$ cat config.mk
export PLATFORM = sky130hd
export DESIGN_NAME = one_wire_bus_master
export DESIGN_NICKNAME = d
export VERILOG_FILES = /design/src/hdl/owbm_pkg.sv /design/src/hdl/one_wire_bus_master.sv /design/src/hdl/owbm_cfg.sv /design/src/hdl/owbm_engine.sv
export VERILOG_INCLUDE_DIRS = /design/src /design/src/hdl
export SDC_FILE = /design/constraint.sdc
export NUM_CORES = 1
export LEC_CHECK = 0
export ABC_AREA = 1
export BUFFER_PORTS_ARGS = -buffer_cell sky130_fd_sc_hd__buf_4
export CAP_MARGIN = 20
export CORE_ASPECT_RATIO = 1.1
export CORE_UTILIZATION = 25
export CTS_CLUSTER_DIAMETER = 200
export DETAILED_ROUTE_END_ITERATION = 10
export HOLD_SLACK_MARGIN = 0.15
export PLACE_DENSITY = 0.36
export SLEW_MARGIN = 40
export SYNTH_ARGS = -nofsm -noshare
export SYNTH_HDL_FRONTEND = slang
export SYNTH_SLANG_ARGS = --single-unit
$ cat constraint.sdc
create_clock -name clk -period 9.8 [get_ports clk]
set_clock_uncertainty 0.2 [all_clocks]
set_input_delay 1.47 -clock clk [delete_from_list [all_inputs] [get_ports clk]]
set_output_delay 1.47 -clock clk [all_outputs]
set_load 0.05 [all_outputs]
$ cat src/hdl/one_wire_bus_master_macros.svh
// Assertion macros used by the one-wire bus master sequencer RTL.
`ifndef ONE_WIRE_BUS_MASTER_MACROS_SVH
`define ONE_WIRE_BUS_MASTER_MACROS_SVH

// Same-cycle implication, checked on clk, off while rst_n is low.
`define OWBM_ASSERT_NOW(lbl, ante, cons, msg) \
  lbl: assert property (@(posedge clk) disable iff (!rst_n) (ante) |-> (cons)) else $error(msg);

// Next-cycle implication, checked on clk, off while rst_n is low.
`define OWBM_ASSERT_NEXT(lbl, ante, cons, msg) \
  lbl: assert property (@(posedge clk) disable iff (!rst_n) (ante) |=> (cons)) else $error(msg);

`endif

$ cat src/hdl/owbm_pkg.sv
// Types and constants shared by the one-wire bus master modules.
`default_nettype none

package owbm_pkg;

  // Beat kinds on the input channel
  localparam logic [2:0] KIND_TICK  = 3'd0;
  localparam logic [2:0] KIND_RESET = 3'd1;
  localparam logic [2:0] KIND_WBIT  = 3'd2;
  localparam logic [2:0] KIND_RBIT  = 3'd3;
  localparam logic [2:0] KIND_WBYTE = 3'd4;
  localparam logic [2:0] KIND_RBYTE = 3'd5;

  // Sequencer phases
  localparam logic [2:0] PH_IDLE     = 3'd0;
  localparam logic [2:0] PH_RST_LOW  = 3'd1;
  localparam logic [2:0] PH_RST_WAIT = 3'd2;
  localparam logic [2:0] PH_RST_TAIL = 3'd3;
  localparam logic [2:0] PH_SLOT     = 3'd4;

  // Configuration register indexes
  localparam logic [2:0] REG_RESET_LOW     = 3'd0;
  localparam logic [2:0] REG_PRESENCE_WAIT = 3'd1;
  localparam logic [2:0] REG_RESET_TAIL    = 3'd2;
  localparam logic [2:0] REG_SHORT_LOW     = 3'd3;
  localparam logic [2:0] REG_LONG_LOW      = 3'd4;
  localparam logic [2:0] REG_READ_SAMPLE   = 3'd5;
  localparam logic [2:0] REG_SLOT_LEN      = 3'd6;

  localparam int CFG_IDX_W  = 3;
  localparam int CFG_DATA_W = 10;

  // Timing register reset values (microseconds)
  localparam logic [9:0] RESET_LOW_DEF     = 10'd480;
  localparam logic [9:0] PRESENCE_WAIT_DEF = 10'd70;
  localparam logic [9:0] RESET_TAIL_DEF    = 10'd410;
  localparam logic [5:0] SHORT_LOW_DEF     = 6'd6;
  localparam logic [6:0] LONG_LOW_DEF      = 7'd60;
  localparam logic [5:0] READ_SAMPLE_DEF   = 6'd9;
  localparam logic [7:0] SLOT_LEN_DEF      = 8'd70;

  typedef struct packed {
    logic [9:0] reset_low_us;
    logic [9:0] presence_wait_us;
    logic [9:0] reset_tail_us;
    logic [5:0] short_low_us;
    logic [6:0] long_low_us;
    logic [5:0] read_sample_us;
    logic [7:0] slot_len_us;
  } cfg_t;

  typedef struct packed {
    logic       drive_low;
    logic       busy_res;
    logic       done_res;
    logic       presence;
    logic [7:0] read_data;
    logic       rejected;
  } res_t;

endpackage

`default_nettype wire

$ cat src/hdl/one_wire_bus_master.sv
// One-wire bus master top level: input beat register, sequencer and result register.
//
// The block takes one beat per clock cycle, back to back, unless a channel stalls:
// each beat is either a one-microsecond tick or a command (reset, write bit, read
// bit, write byte, read byte), and gives exactly one result beat with the line
// drive, busy, done, presence, read data and rejected flags after that beat. A beat
// is latched into an input register, stepped through the sequencer and lands in a
// result register; the single sequencer step per cycle sets the rate of one beat
// per cycle while the result channel is not stalled. Both channels stall cleanly
// under backpressure. Timing registers are written through the cfg_ port; the user
// must write them only while the block is idle, which the block does not enforce.
`default_nettype none

module one_wire_bus_master (
  input  wire logic                            clk,
  input  wire logic                            rst_n,
  // input channel
  input  wire logic                            in_tvalid,
  output logic                                 in_tready,
  input  wire logic [15:0]                     in_tdata,  // [7:0] write_data, [8] line_level
  input  wire logic [2:0]                      in_tuser,  // [2:0] kind
  // result channel
  output logic                                 out_tvalid,
  input  wire logic                            out_tready,
  output logic [15:0]                          out_tdata, // [0] drive_low, [1] busy_res,
                                                          // [2] done_res, [3] presence,
                                                          // [11:4] read_data, [12] rejected
  // configuration
  input  wire logic                            cfg_we,
  input  wire logic [owbm_pkg::CFG_IDX_W-1:0]  cfg_index,
  input  wire logic [owbm_pkg::CFG_DATA_W-1:0] cfg_data
);
  import owbm_pkg::*;

  cfg_t       cfg;
  res_t       res;
  logic       proceed;

  // Input beat register
  logic       in_valid_r;
  logic [2:0] kind_r;
  logic [7:0] wdata_r;
  logic       level_r;

  // Result register
  logic       out_valid_r, out_valid_nxt;
  res_t       res_r;

  assign proceed   = in_valid_r && (!out_valid_r || out_tready);
  assign in_tready = !in_valid_r || proceed;

  always_ff @(posedge clk) begin
    if (!rst_n) begin
      in_valid_r <= 1'b0;
    end else if (in_tready) begin
      in_valid_r <= in_tvalid;
    end
  end

  always_ff @(posedge clk) begin
    if (in_tready && in_tvalid) begin
      kind_r  <= in_tuser;
      wdata_r <= in_tdata[7:0];
      level_r <= in_tdata[8];
    end
  end

  owbm_cfg u_cfg (
    .clk       (clk),
    .rst_n     (rst_n),
    .cfg_we    (cfg_we),
    .cfg_index (cfg_index),
    .cfg_data  (cfg_data),
    .cfg       (cfg)
  );

  owbm_engine u_engine (
    .clk        (clk),
    .rst_n      (rst_n),
    .step       (proceed),
    .kind       (kind_r),
    .write_data (wdata_r),
    .line_level (level_r),
    .cfg        (cfg),
    .res        (res)
  );

  // Result beat holds until taken
  always_comb begin
    if (proceed)         out_valid_nxt = 1'b1;
    else if (out_tready) out_valid_nxt = 1'b0;
    else                 out_valid_nxt = out_valid_r;
  end

  always_ff @(posedge clk) begin
    if (!rst_n) begin
      out_valid_r <= 1'b0;
    end else begin
      out_valid_r <= out_valid_nxt;
    end
  end

  always_ff @(posedge clk) begin
    if (proceed) res_r <= res;
  end

  assign out_tvalid = out_valid_r;
  assign out_tdata  = {3'b000, res_r.rejected, res_r.read_data, res_r.presence,
                       res_r.done_res, res_r.busy_res, res_r.drive_low};

endmodule

`default_nettype wire

$ cat src/hdl/owbm_cfg.sv
// Timing configuration registers of the one-wire bus master.
`default_nettype none

module owbm_cfg (
  input  wire logic                            clk,
  input  wire logic                            rst_n,
  input  wire logic                            cfg_we,
  input  wire logic [owbm_pkg::CFG_IDX_W-1:0]  cfg_index,
  input  wire logic [owbm_pkg::CFG_DATA_W-1:0] cfg_data,
  output owbm_pkg::cfg_t                       cfg
);
  import owbm_pkg::*;

  cfg_t cfg_r, cfg_nxt;

  // Write decode; unknown indexes are dropped
  always_comb begin
    cfg_nxt = cfg_r;
    if (cfg_we) begin
      unique case (cfg_index)
        REG_RESET_LOW:     cfg_nxt.reset_low_us     = cfg_data;
        REG_PRESENCE_WAIT: cfg_nxt.presence_wait_us = cfg_data;
        REG_RESET_TAIL:    cfg_nxt.reset_tail_us    = cfg_data;
        REG_SHORT_LOW:     cfg_nxt.short_low_us     = cfg_data[5:0];
        REG_LONG_LOW:      cfg_nxt.long_low_us      = cfg_data[6:0];
        REG_READ_SAMPLE:   cfg_nxt.read_sample_us   = cfg_data[5:0];
        REG_SLOT_LEN:      cfg_nxt.slot_len_us      = cfg_data[7:0];
        default:           cfg_nxt = cfg_r;
      endcase
    end
  end

  always_ff @(posedge clk) begin
    if (!rst_n) begin
      cfg_r.reset_low_us     <= RESET_LOW_DEF;
      cfg_r.presence_wait_us <= PRESENCE_WAIT_DEF;
      cfg_r.reset_tail_us    <= RESET_TAIL_DEF;
      cfg_r.short_low_us     <= SHORT_LOW_DEF;
      cfg_r.long_low_us      <= LONG_LOW_DEF;
      cfg_r.read_sample_us   <= READ_SAMPLE_DEF;
      cfg_r.slot_len_us      <= SLOT_LEN_DEF;
    end else begin
      cfg_r <= cfg_nxt;
    end
  end

  assign cfg = cfg_r;

endmodule

`default_nettype wire

$ cat src/hdl/owbm_engine.sv
// Bus sequencer state and single-beat step logic of the one-wire bus master.
`default_nettype none

module owbm_engine (
  input  wire logic       clk,
  input  wire logic       rst_n,
  input  wire logic       step,
  input  wire logic [2:0] kind,
  input  wire logic [7:0] write_data,
  input  wire logic       line_level,
  input  wire owbm_pkg::cfg_t cfg,
  output owbm_pkg::res_t  res
);
  import owbm_pkg::*;

  logic [2:0] phase_r, phase_nxt;
  logic [2:0] op_r, op_nxt;
  logic [9:0] count_r, count_nxt;
  logic [3:0] bits_r, bits_nxt;
  logic [7:0] shift_r, shift_nxt;
  logic       pres_r, pres_nxt;
  logic       pulled_r, pulled_nxt;
  logic       done, rej;
  logic [7:0] rdata;

  // Slot timing derived from the current bit
  logic       op_read, op_write;
  logic [9:0] count_inc;
  logic [7:0] slot_len, sample_at, sample_sum;
  logic [6:0] low_time;

  always_comb begin
    op_read    = (op_r == KIND_RBIT) || (op_r == KIND_RBYTE);
    op_write   = (op_r == KIND_WBIT) || (op_r == KIND_WBYTE);
    count_inc  = count_r + 10'd1;
    slot_len   = (cfg.slot_len_us == 8'd0) ? 8'd1 : cfg.slot_len_us;
    low_time   = (op_write && !shift_r[0]) ? cfg.long_low_us : {1'b0, cfg.short_low_us};
    sample_sum = {1'b0, low_time} + {2'b00, cfg.read_sample_us};
    sample_at  = (sample_sum > slot_len) ? slot_len : sample_sum;
    if (sample_at == 8'd0) sample_at = 8'd1;
  end

  // Next state for one beat
  always_comb begin
    phase_nxt  = phase_r;
    op_nxt     = op_r;
    count_nxt  = count_r;
    bits_nxt   = bits_r;
    shift_nxt  = shift_r;
    pres_nxt   = pres_r;
    pulled_nxt = pulled_r;
    done       = 1'b0;
    rej        = 1'b0;
    rdata      = 8'd0;
    if (kind == KIND_TICK) begin
      if (phase_r != PH_IDLE) begin
        count_nxt = count_inc;
        unique case (phase_r)
          PH_RST_LOW: begin
            if (count_inc >= cfg.reset_low_us) begin
              pulled_nxt = 1'b0;
              phase_nxt  = PH_RST_WAIT;
              count_nxt  = 10'd0;
            end
          end
          PH_RST_WAIT: begin
            if (count_inc >= cfg.presence_wait_us) begin
              pres_nxt  = !line_level;
              count_nxt = 10'd0;
              if (cfg.reset_tail_us == 10'd0) begin
                phase_nxt = PH_IDLE;
                done      = 1'b1;
              end else begin
                phase_nxt = PH_RST_TAIL;
              end
            end
          end
          PH_RST_TAIL: begin
            if (count_inc >= cfg.reset_tail_us) begin
              phase_nxt = PH_IDLE;
              done      = 1'b1;
            end
          end
          PH_SLOT: begin
            pulled_nxt = count_inc < {3'b000, low_time};
            // Read sample point
            if (op_read && count_inc == {2'b00, sample_at}) begin
              if (op_r == KIND_RBIT) shift_nxt = {7'd0, line_level};
              else                   shift_nxt = {line_level, shift_r[7:1]};
            end
            // Slot end
            if (count_inc >= {2'b00, slot_len}) begin
              if (!op_read) shift_nxt = {1'b0, shift_r[7:1]};
              bits_nxt  = bits_r - 4'd1;
              count_nxt = 10'd0;
              if (bits_r == 4'd1) begin
                pulled_nxt = 1'b0;
                phase_nxt  = PH_IDLE;
                done       = 1'b1;
              end else begin
                pulled_nxt = 1'b1;
              end
            end
          end
          default: phase_nxt = PH_IDLE;
        endcase
        if (done && op_read) rdata = shift_nxt;
      end
    end else if (kind <= KIND_RBYTE) begin
      if (phase_r != PH_IDLE) begin
        rej = 1'b1;
      end else begin
        op_nxt     = kind;
        count_nxt  = 10'd0;
        pulled_nxt = 1'b1;
        if (kind == KIND_RESET) begin
          phase_nxt = PH_RST_LOW;
          bits_nxt  = 4'd0;
        end else begin
          phase_nxt = PH_SLOT;
          bits_nxt  = (kind == KIND_WBIT || kind == KIND_RBIT) ? 4'd1 : 4'd8;
          unique case (kind)
            KIND_WBIT:  shift_nxt = {7'd0, write_data[0]};
            KIND_WBYTE: shift_nxt = write_data;
            default:    shift_nxt = 8'd0;
          endcase
        end
      end
    end
  end

  always_ff @(posedge clk) begin
    if (!rst_n) begin
      phase_r  <= PH_IDLE;
      op_r     <= 3'd0;
      count_r  <= 10'd0;
      bits_r   <= 4'd0;
      shift_r  <= 8'd0;
      pres_r   <= 1'b0;
      pulled_r <= 1'b0;
    end else if (step) begin
      phase_r  <= phase_nxt;
      op_r     <= op_nxt;
      count_r  <= count_nxt;
      bits_r   <= bits_nxt;
      shift_r  <= shift_nxt;
      pres_r   <= pres_nxt;
      pulled_r <= pulled_nxt;
    end
  end

  // Result of this beat, as seen after the update
  always_comb begin
    res.drive_low = pulled_nxt;
    res.busy_res  = phase_nxt != PH_IDLE;
    res.done_res  = done;
    res.presence  = pres_nxt;
    res.read_data = rdata;
    res.rejected  = rej;
  end

`include "one_wire_bus_master_macros.svh"

  `OWBM_ASSERT_NOW(a_idle_released, phase_r == PH_IDLE, !pulled_r, "line pulled while idle")
  `OWBM_ASSERT_NOW(a_slot_has_bits, phase_r == PH_SLOT, bits_r != 4'd0, "slot with no bits left")
  `OWBM_ASSERT_NOW(a_bits_range, 1'b1, bits_r <= 4'd8, "bit count out of range")
  `OWBM_ASSERT_NEXT(a_done_idles, step && done, phase_r == PH_IDLE, "done without going idle")
  `OWBM_ASSERT_NOW(a_done_not_rej, 1'b1, !(done && rej), "done and rejected together")

endmodule

`default_nettype wire

After elaboration in Yosys (flattened, before gate mapping)

Cells that the tools add are included.

Output and inout port bits: 18
Flip-flop bits (word level): 114
Input bits: 37
Word-level logic and storage cells: 166

Add/sub/neg operators: 3
Muxes and demuxes: 66
Bitwise operators: 3
Reductions and logical operators: 37
$lt $le $gt $ge: 7
Eq/ne operators: 25

Operators with widths:

| operator                                                               | number |
|---|---|
| 8-bit 2-to-1 mux                                                       | 13 |
| 10-bit 2-to-1 mux                                                      | 7 |
| 4-bit 2-to-1 mux                                                       | 8 |
| 10-bit >= comparator                                                   | 3 |
| 3-bit 2-to-1 mux                                                       | 10 |
| 10-bit one-hot mux with 3 select lines                                 | 1 |
| 3-bit by 2-bit equality test with 1-bit output (second input constant) | 8 |
| 3-bit equality test (second input constant)                            | 7 |
| 1-bit 2-to-1 mux                                                       | 21 |
| 8-bit logical NOT                                                      | 2 |
| 8-bit one-hot mux with 2 select lines                                  | 1 |
| 2-bit AND reduction                                                    | 8 |
| 3-bit one-hot mux with 4 select lines                                  | 1 |
| 10-bit by 1-bit adder with 10-bit output (second input constant)       | 1 |
| 10-bit by 8-bit equality test with 1-bit output                        | 1 |
| 10-bit by 8-bit >= comparator with 1-bit output                        | 1 |
| 10-bit logical NOT                                                     | 1 |
| 10-bit by 7-bit < comparator with 1-bit output                         | 1 |
| 3-bit by 1-bit equality test with 1-bit output (second input constant) | 3 |
| 7-bit by 6-bit adder with 8-bit output                                 | 1 |
| 8-bit greater-than comparator                                          | 1 |
| 4-bit AND reduction                                                    | 2 |
| 7-bit 2-to-1 mux                                                       | 1 |
| 3-bit logical NOT                                                      | 2 |
| 18 further kinds                                                       | 36 |

Depth between registers and ports, before layout

Depth after elaboration: 17
Gate-level depth with buffers: 36
Gate-level depth less buffers: 34

By module

From an unflattened synthesis, not the netlist that was laid out.

Cell total of the unflattened synthesis: 1065
Area total of the unflattened synthesis: 7369.6 um^2

Modules (own cells, without submodules):

| module              | area an instance (um^2) | cells an instance | seq. area each (um^2) | times used |
|---|---|---|---|---|
| owbm_engine         | 4290.4                  | 709               | 600.6                 | 1 |
| owbm_cfg            | 2207.1                  | 314               | 1141.1                | 1 |
| one_wire_bus_master | 872.1                   | 42                | 790.8                 | 1 |

Worst setup path before layout

No wires, ideal clock.

Path kind: register to register
Start point: register u_engine.op_r[2]
End point: register res_r (netlist bit out_tdata[10]) (data pin)
Path slack: 5686 ps
Clock period less this slack: 4114 ps
Data arrival time: 3651 ps
Library setup time: 263 ps
Cell stages (with the launch flop): 30
Cells stage by stage: dfxtp_1 -> inv_1 -> nand2_1 -> nand3_1 -> clkbuf_1 -> o21ai_0 -> inv_1 -> fa_1 -> inv_1 -> nand4_1 -> nand2_1 -> nand2_1 -> nand2_1 -> inv_1 -> ha_1 -> nand2_1 -> nor2_1 -> nand4_1 -> clkbuf_1 -> nand3_1 -> nand3_1 -> nand2_1 -> nor2_1 -> nand3_4 -> nor2_8 -> nand3_4 -> nand2_1 -> nand3_1 -> nand2_1 -> a21oi_1

Longest elaborated chain between the ends: 15
Elaborated cells on any way between the ends: 22
Those cells by class: 1 x add/sub; 1 x order compare; 5 x eq/ne; 8 x mux; 7 x reduce/logical

Ends and longest elaborated chain:

| item                                                                                         | line                       | text |
|---|---|---|
| start: declaration                                                                           | owbm_engine.sv:17          | `logic [2:0] op_r, op_nxt;` |
| start signal: assignment                                                                     | owbm_engine.sv:143         | `op_r <= op_nxt;` |
| 3-bit by 2-bit equality test with 1-bit output / 3-bit equality test (equally long branches) | owbm_engine.sv:34          | `op_write = (op_r == KIND_WBIT) \|\| (op_r == KIND_WBYTE);` |
| 1-bit logical OR                                                                             | owbm_engine.sv:34          |  |
| 1-bit logical AND                                                                            | owbm_engine.sv:37          | `low_time = (op_write && !shift_r[0]) ? cfg.long_low_us : {1'b0, cfg.short_low_us};` |
| 7-bit 2-to-1 mux                                                                             | owbm_engine.sv:37          |  |
| 7-bit by 6-bit adder with 8-bit output                                                       | owbm_engine.sv:38          | `sample_sum = {1'b0, low_time} + {2'b00, cfg.read_sample_us};` |
| 8-bit greater-than comparator                                                                | owbm_engine.sv:39          | `sample_at = (sample_sum > slot_len) ? slot_len : sample_sum;` |
| 8-bit 2-to-1 mux                                                                             | owbm_engine.sv:39          |  |
| 8-bit logical NOT                                                                            | owbm_engine.sv:40          | `if (sample_at == 8'd0) sample_at = 8'd1;` |
| 8-bit 2-to-1 mux                                                                             | owbm_engine.sv:40          |  |
| 10-bit by 8-bit equality test with 1-bit output                                              | owbm_engine.sv:87          | `if (op_read && count_inc == {2'b00, sample_at}) begin` |
| 1-bit logical AND                                                                            | owbm_engine.sv:87          |  |
| 8-bit 2-to-1 mux                                                                             | owbm_engine.sv:87          |  |
| 8-bit 2-to-1 mux                                                                             | owbm_engine.sv:93          | `if (!op_read) shift_nxt = {1'b0, shift_r[7:1]};` |
| 8-bit 2-to-1 mux                                                                             | owbm_engine.sv:92          | `if (count_inc >= {2'b00, slot_len}) begin` |
| 8-bit 2-to-1 mux                                                                             | owbm_engine.sv:58          | `unique case (phase_r)` |
| end signal: assignment                                                                       | one_wire_bus_master.sv:104 | `if (proceed) res_r <= res;` |
| end: declaration                                                                             | one_wire_bus_master.sv:47  | `res_t res_r;` |

Parallel ways exist; a longest one is shown, timed or not.
A chain may end at the register's enable or synchronous reset.

Worst setup path in the final report

Start point: register u_engine.shift_r[0]
End point: register res_r (netlist bit out_tdata[9]) (data pin)

Longest elaborated chain between the ends: 14

Ends and longest elaborated chain:

| item                                              | line               | text |
|---|---|---|
| start: declaration                                | owbm_engine.sv:20  | `logic [7:0] shift_r, shift_nxt;` |
| start signal: assignment                          | owbm_engine.sv:146 | `shift_r <= shift_nxt;` |
| 1-bit logical NOT *                               | owbm_engine.sv:37  |  |
| 1-bit logical AND *                               | owbm_engine.sv:37  |  |
| 7-bit 2-to-1 mux *                                | owbm_engine.sv:37  |  |
| 7-bit by 6-bit adder with 8-bit output *          | owbm_engine.sv:38  |  |
| 8-bit greater-than comparator                     | owbm_engine.sv:39  |  |
| 8-bit 2-to-1 mux *                                | owbm_engine.sv:39  |  |
| 8-bit logical NOT                                 | owbm_engine.sv:40  |  |
| 8-bit 2-to-1 mux *                                | owbm_engine.sv:40  |  |
| 10-bit by 8-bit equality test with 1-bit output * | owbm_engine.sv:87  |  |
| 1-bit logical AND *                               | owbm_engine.sv:87  |  |
| 8-bit 2-to-1 mux *                                | owbm_engine.sv:87  |  |
| 8-bit 2-to-1 mux                                  | owbm_engine.sv:93  |  |
| 8-bit 2-to-1 mux *                                | owbm_engine.sv:92  |  |
| 8-bit 2-to-1 mux *                                | owbm_engine.sv:58  |  |

Mark *: on every way between the ends. The rest lies on a longest branch, timed or not.

==> flow_metrics.env <==
export IMPL_run_status="complete, no violations"
export IMPL_yosysTopAreaCell="dfxtp_1"
export IMPL_nets=1136
export IMPL_synth_seq_cells=114
export IMPL_met1_length_mm=10.2
export IMPL_instances_no_fill=1411
export IMPL_synth_cells=990
export IMPL_die_area_sq_um=29100
export IMPL_synth_cell_area_sq_um=7100
export IMPL_regArea_sq_um=2530
export IMPL_synth_top_cell_area_share_pct=25.1
export IMPL_fillers=3130
export IMPL_drc=0
export IMPL_max_stage_delay_ps=480
export IMPL_synth_compound_area_share_pct=15.7
export IMPL_synth_area_leaders="dfxtp_1 25%, nand2_1 11%, ha_1 11%, edfxtp_1 11%, inv_1 7.6%"
export IMPL_yosysWarnings=0
export IMPL_io_buffers=44
export IMPL_crit_top_cell="nand2_1"
export IMPL_syn_to_final_growth_pct=17.9
export IMPL_grt_ovfl_total=0
export IMPL_fp_dieH_um=179
export IMPL_period_needed_ps=5780
export IMPL_period_share_pct=59.0
export IMPL_cp_depth=29
export IMPL_drt_iter0_markers=222
export IMPL_slew_violations=0
export IMPL_min_to="u_cfg.cfg[44]"
export IMPL_synth_simple_area_share_pct=25.5
export IMPL_r2r_setup_slack_ps=4020
export IMPL_p_leak_nw=3.89
export IMPL_cts_resized_gates=0
export IMPL_die_x_um=163
export IMPL_synth_xor_xnor_area_share_pct=0.987
export IMPL_muxShareOfSynthArea_pct=0.141
export IMPL_irDropWorstVdd_mv=0.0923
export IMPL_worst_setup_path_start_kind="flip-flop"
export IMPL_num_vias=6355
export IMPL_required_ps=9820
export IMPL_hold_depth=2
export IMPL_cts_setup_buffers=0
export IMPL_hold_class="flip-flop to flip-flop"
export IMPL_syn_area_per_cell_sq_um=7.17
export IMPL_route_met2_wl_mm=10.3
export IMPL_path_buf_inv=3
export IMPL_cts_clk_slew_worst_paths_ps=60
export IMPL_synth_ff_type="dfxtp_1"
export IMPL_reg2reg_depth=29
export IMPL_start_util_pct=25.5
export IMPL_final_antenna_net_count=0
export IMPL_worstPathArrival_ps=5800
export IMPL_cap_violations=0
export IMPL_route_met3_wl_um=577
export IMPL_num_rows=64
export IMPL_relSlewSlack_pct=46.4
export IMPL_io_pins=55
export IMPL_worstSetupPathType="flip-flop to flip-flop"
export IMPL_hpwl_mm=15.6
export IMPL_grt_start_max_net_pins=73
export IMPL_timing_rr_end="out_tdata[9]"
export IMPL_layout_commonest_cell="nand2_1"
export IMPL_placed_cells=1379
export IMPL_worstReg2RegStart="u_engine.shift_r[0]"
export IMPL_cts_sinks=114
export IMPL_synth_top_family_by_area="simple AND/OR/NAND/NOR gates"
export IMPL_hp_start="u_cfg.cfg[44]"
export IMPL_numCtsBuffers=17
export IMPL_insertion_delay_ps=420
export IMPL_wl_per_cell_um=15.1
export IMPL_yosysUniqueCellTypes=46
export IMPL_drive_gt1_share_pct=11.0
export IMPL_antenna_found_initial=0
export IMPL_synth_edff_count=25
export IMPL_endpoint_kind="flip-flop"
export IMPL_grt_total_usage_pct=15.2
export IMPL_mostFrequentLayoutCells="213 x nand2_1, 144 x inv_1, 89 x a21oi_1, 89 x dfxtp_1, 88 x nor2_1"
export IMPL_finalHoldViolCount=0
export IMPL_multi_input_area_sq_um=3830
export IMPL_async_flop_share_pct=0
export IMPL_crit_path_max_fanout=12
export IMPL_fmax_mhz=173
export IMPL_ctsLongestPathBuffers=2
export IMPL_top_layer="met4"
export IMPL_fp_coreArea_sq_um=27900
export IMPL_setup_viol=0
export IMPL_synthAdderAreaFrac_pct=11.4
export IMPL_cp_top_family="simple AND/OR/NAND/NOR gates"
export IMPL_rsz0062_at_grt="false"
export IMPL_fin_tns_setup_ps=0
export IMPL_viasPerCell=4.50
export IMPL_clock_root_buffer="clkbuf_16"
export IMPL_hold_buffers=0
export IMPL_wl_mm=21.3
export IMPL_cpMaxStageDelayCell="nand2_1"
export IMPL_first_global_vias=6018
export IMPL_grt_pass1_wl_mm=33.6
export IMPL_place_congestion=0.755
export IMPL_p_per_area_nw_per_um2=163
export IMPL_worst_slew_pin_slew_ps=804
export IMPL_diodes=0
export IMPL_firstDrtPassIters=5
export IMPL_synth_seq_area_share_pct=35.7
export IMPL_cts_htree_levels=4
export IMPL_cts_tree="built"
==> cell type report <==
cell class / count / area share [%]
tap: 363 / 5.43
clock buffer: 18 / 5.13
clock inverter: 14 / 1.68
inverter: 163 / 7.31
sequential: 114 / 30.3
multi-input combinational: 689 / 45.8
timing repair buffer: 50 / 4.43
==> metal layers <==
metal	global-route usage, %	vias up
li1	-	3344
met1	19.3	2908
met2	26.4	92
met3	2.66	11
met4	4.09	0
met5	0	-
==> sequential cells by signal, summed over array words and instances (netlist names), 3 cells and up <==
name	count
u_cfg.cfg	57
out_tdata	13
u_engine.op_r	3
u_engine.phase_r	3
u_engine.count_r	10
u_engine.bits_r	4
u_engine.shift_r	8
wdata_r	8
kind_r	3
==> worst min-delay path: cells and delay by family, from the launching register on <==
family / cells / cell delay [ps]
buffers and inverters: 1 / 60
AO/OA/AOI/OAI: 1 / 50
flip-flops: 1 / 300
==> cells in the mapped netlist (3+ instances only) <==
cell,number
nand2_1,213
inv_1,144
nor2_1,90
a21oi_1,89
dfxtp_1,89
o21ai_0,65
ha_1,63
nand3_1,53
edfxtp_1,25
o211ai_1,23
nand4_1,21
clkbuf_1,17
o21ai_1,11
inv_2,10
clkinv_1,9
nor3_1,8
xor2_1,7
nand2_2,5
a211oi_1,4
nor2_2,4
buf_4,3
buf_6,3
nor4_1,3
==> stage by stage <==
| stage | utilization [%] | area, sq um | hold WS (ps) | total power [mW] | setup WS (ps) |
|---|---|---|---|---|---|
| detailed placement | 28.0 | 7790 | 251 | 0.762 | 3890 |
| global route | 30.0 | 8370 | 288 | 1.44 | 3510 |
| CTS | 30.0 | 8360 | 261 | 1.38 | 3880 |
| global placement | 27.9 | 7780 | 249 | 0.762 | 3890 |
| floorplan | - | 7100 | 225 | 0.692 | 5690 |
| finish | 30.0 | 8370 | 260 | 1.36 | 4020 |
==> where the power goes <==
part	internal (mW)	switching, mW	total (mW)
clock	0.372	0.240	0.612
combinational	0.0759	0.161	0.237
sequential	0.501	0.0118	0.513
total	0.949	0.413	1.36
==> how the worst max path moves through the flow <==
stage	to	from	slack (ps)
6_report	out_tdata[9]	u_engine.shift_r[0]	4020
3_3_place_gp	out_tdata[9]	u_engine.op_r[2]	3890
5_1_grt	out_tdata[9]	u_engine.shift_r[0]	3510
4_1_cts	out_tdata[9]	u_engine.shift_r[0]	3880
3_5_place_dp	out_tdata[9]	u_engine.shift_r[0]	3890
2_1_floorplan	out_tdata[10]	u_engine.op_r[2]	5690
==> kinds of logic (layout without fill, tap and decap cells) <==
| group | after synthesis | count (layout) |
|---|---|---|
| AOI/OAI and AO/OA | 203 | 203 |
| and+or+nand+nor | 410 | 410 |
| xor gates and xnor gates | 8 | 8 |
| DFF | 114 | 114 |
| other | 1 | 3 |
| muxes | 1 | 1 |
| buffers and inverters | 189 | 245 |
| adders and majority gates | 64 | 64 |
Note: power is estimated with default switching activity, not from simulation.
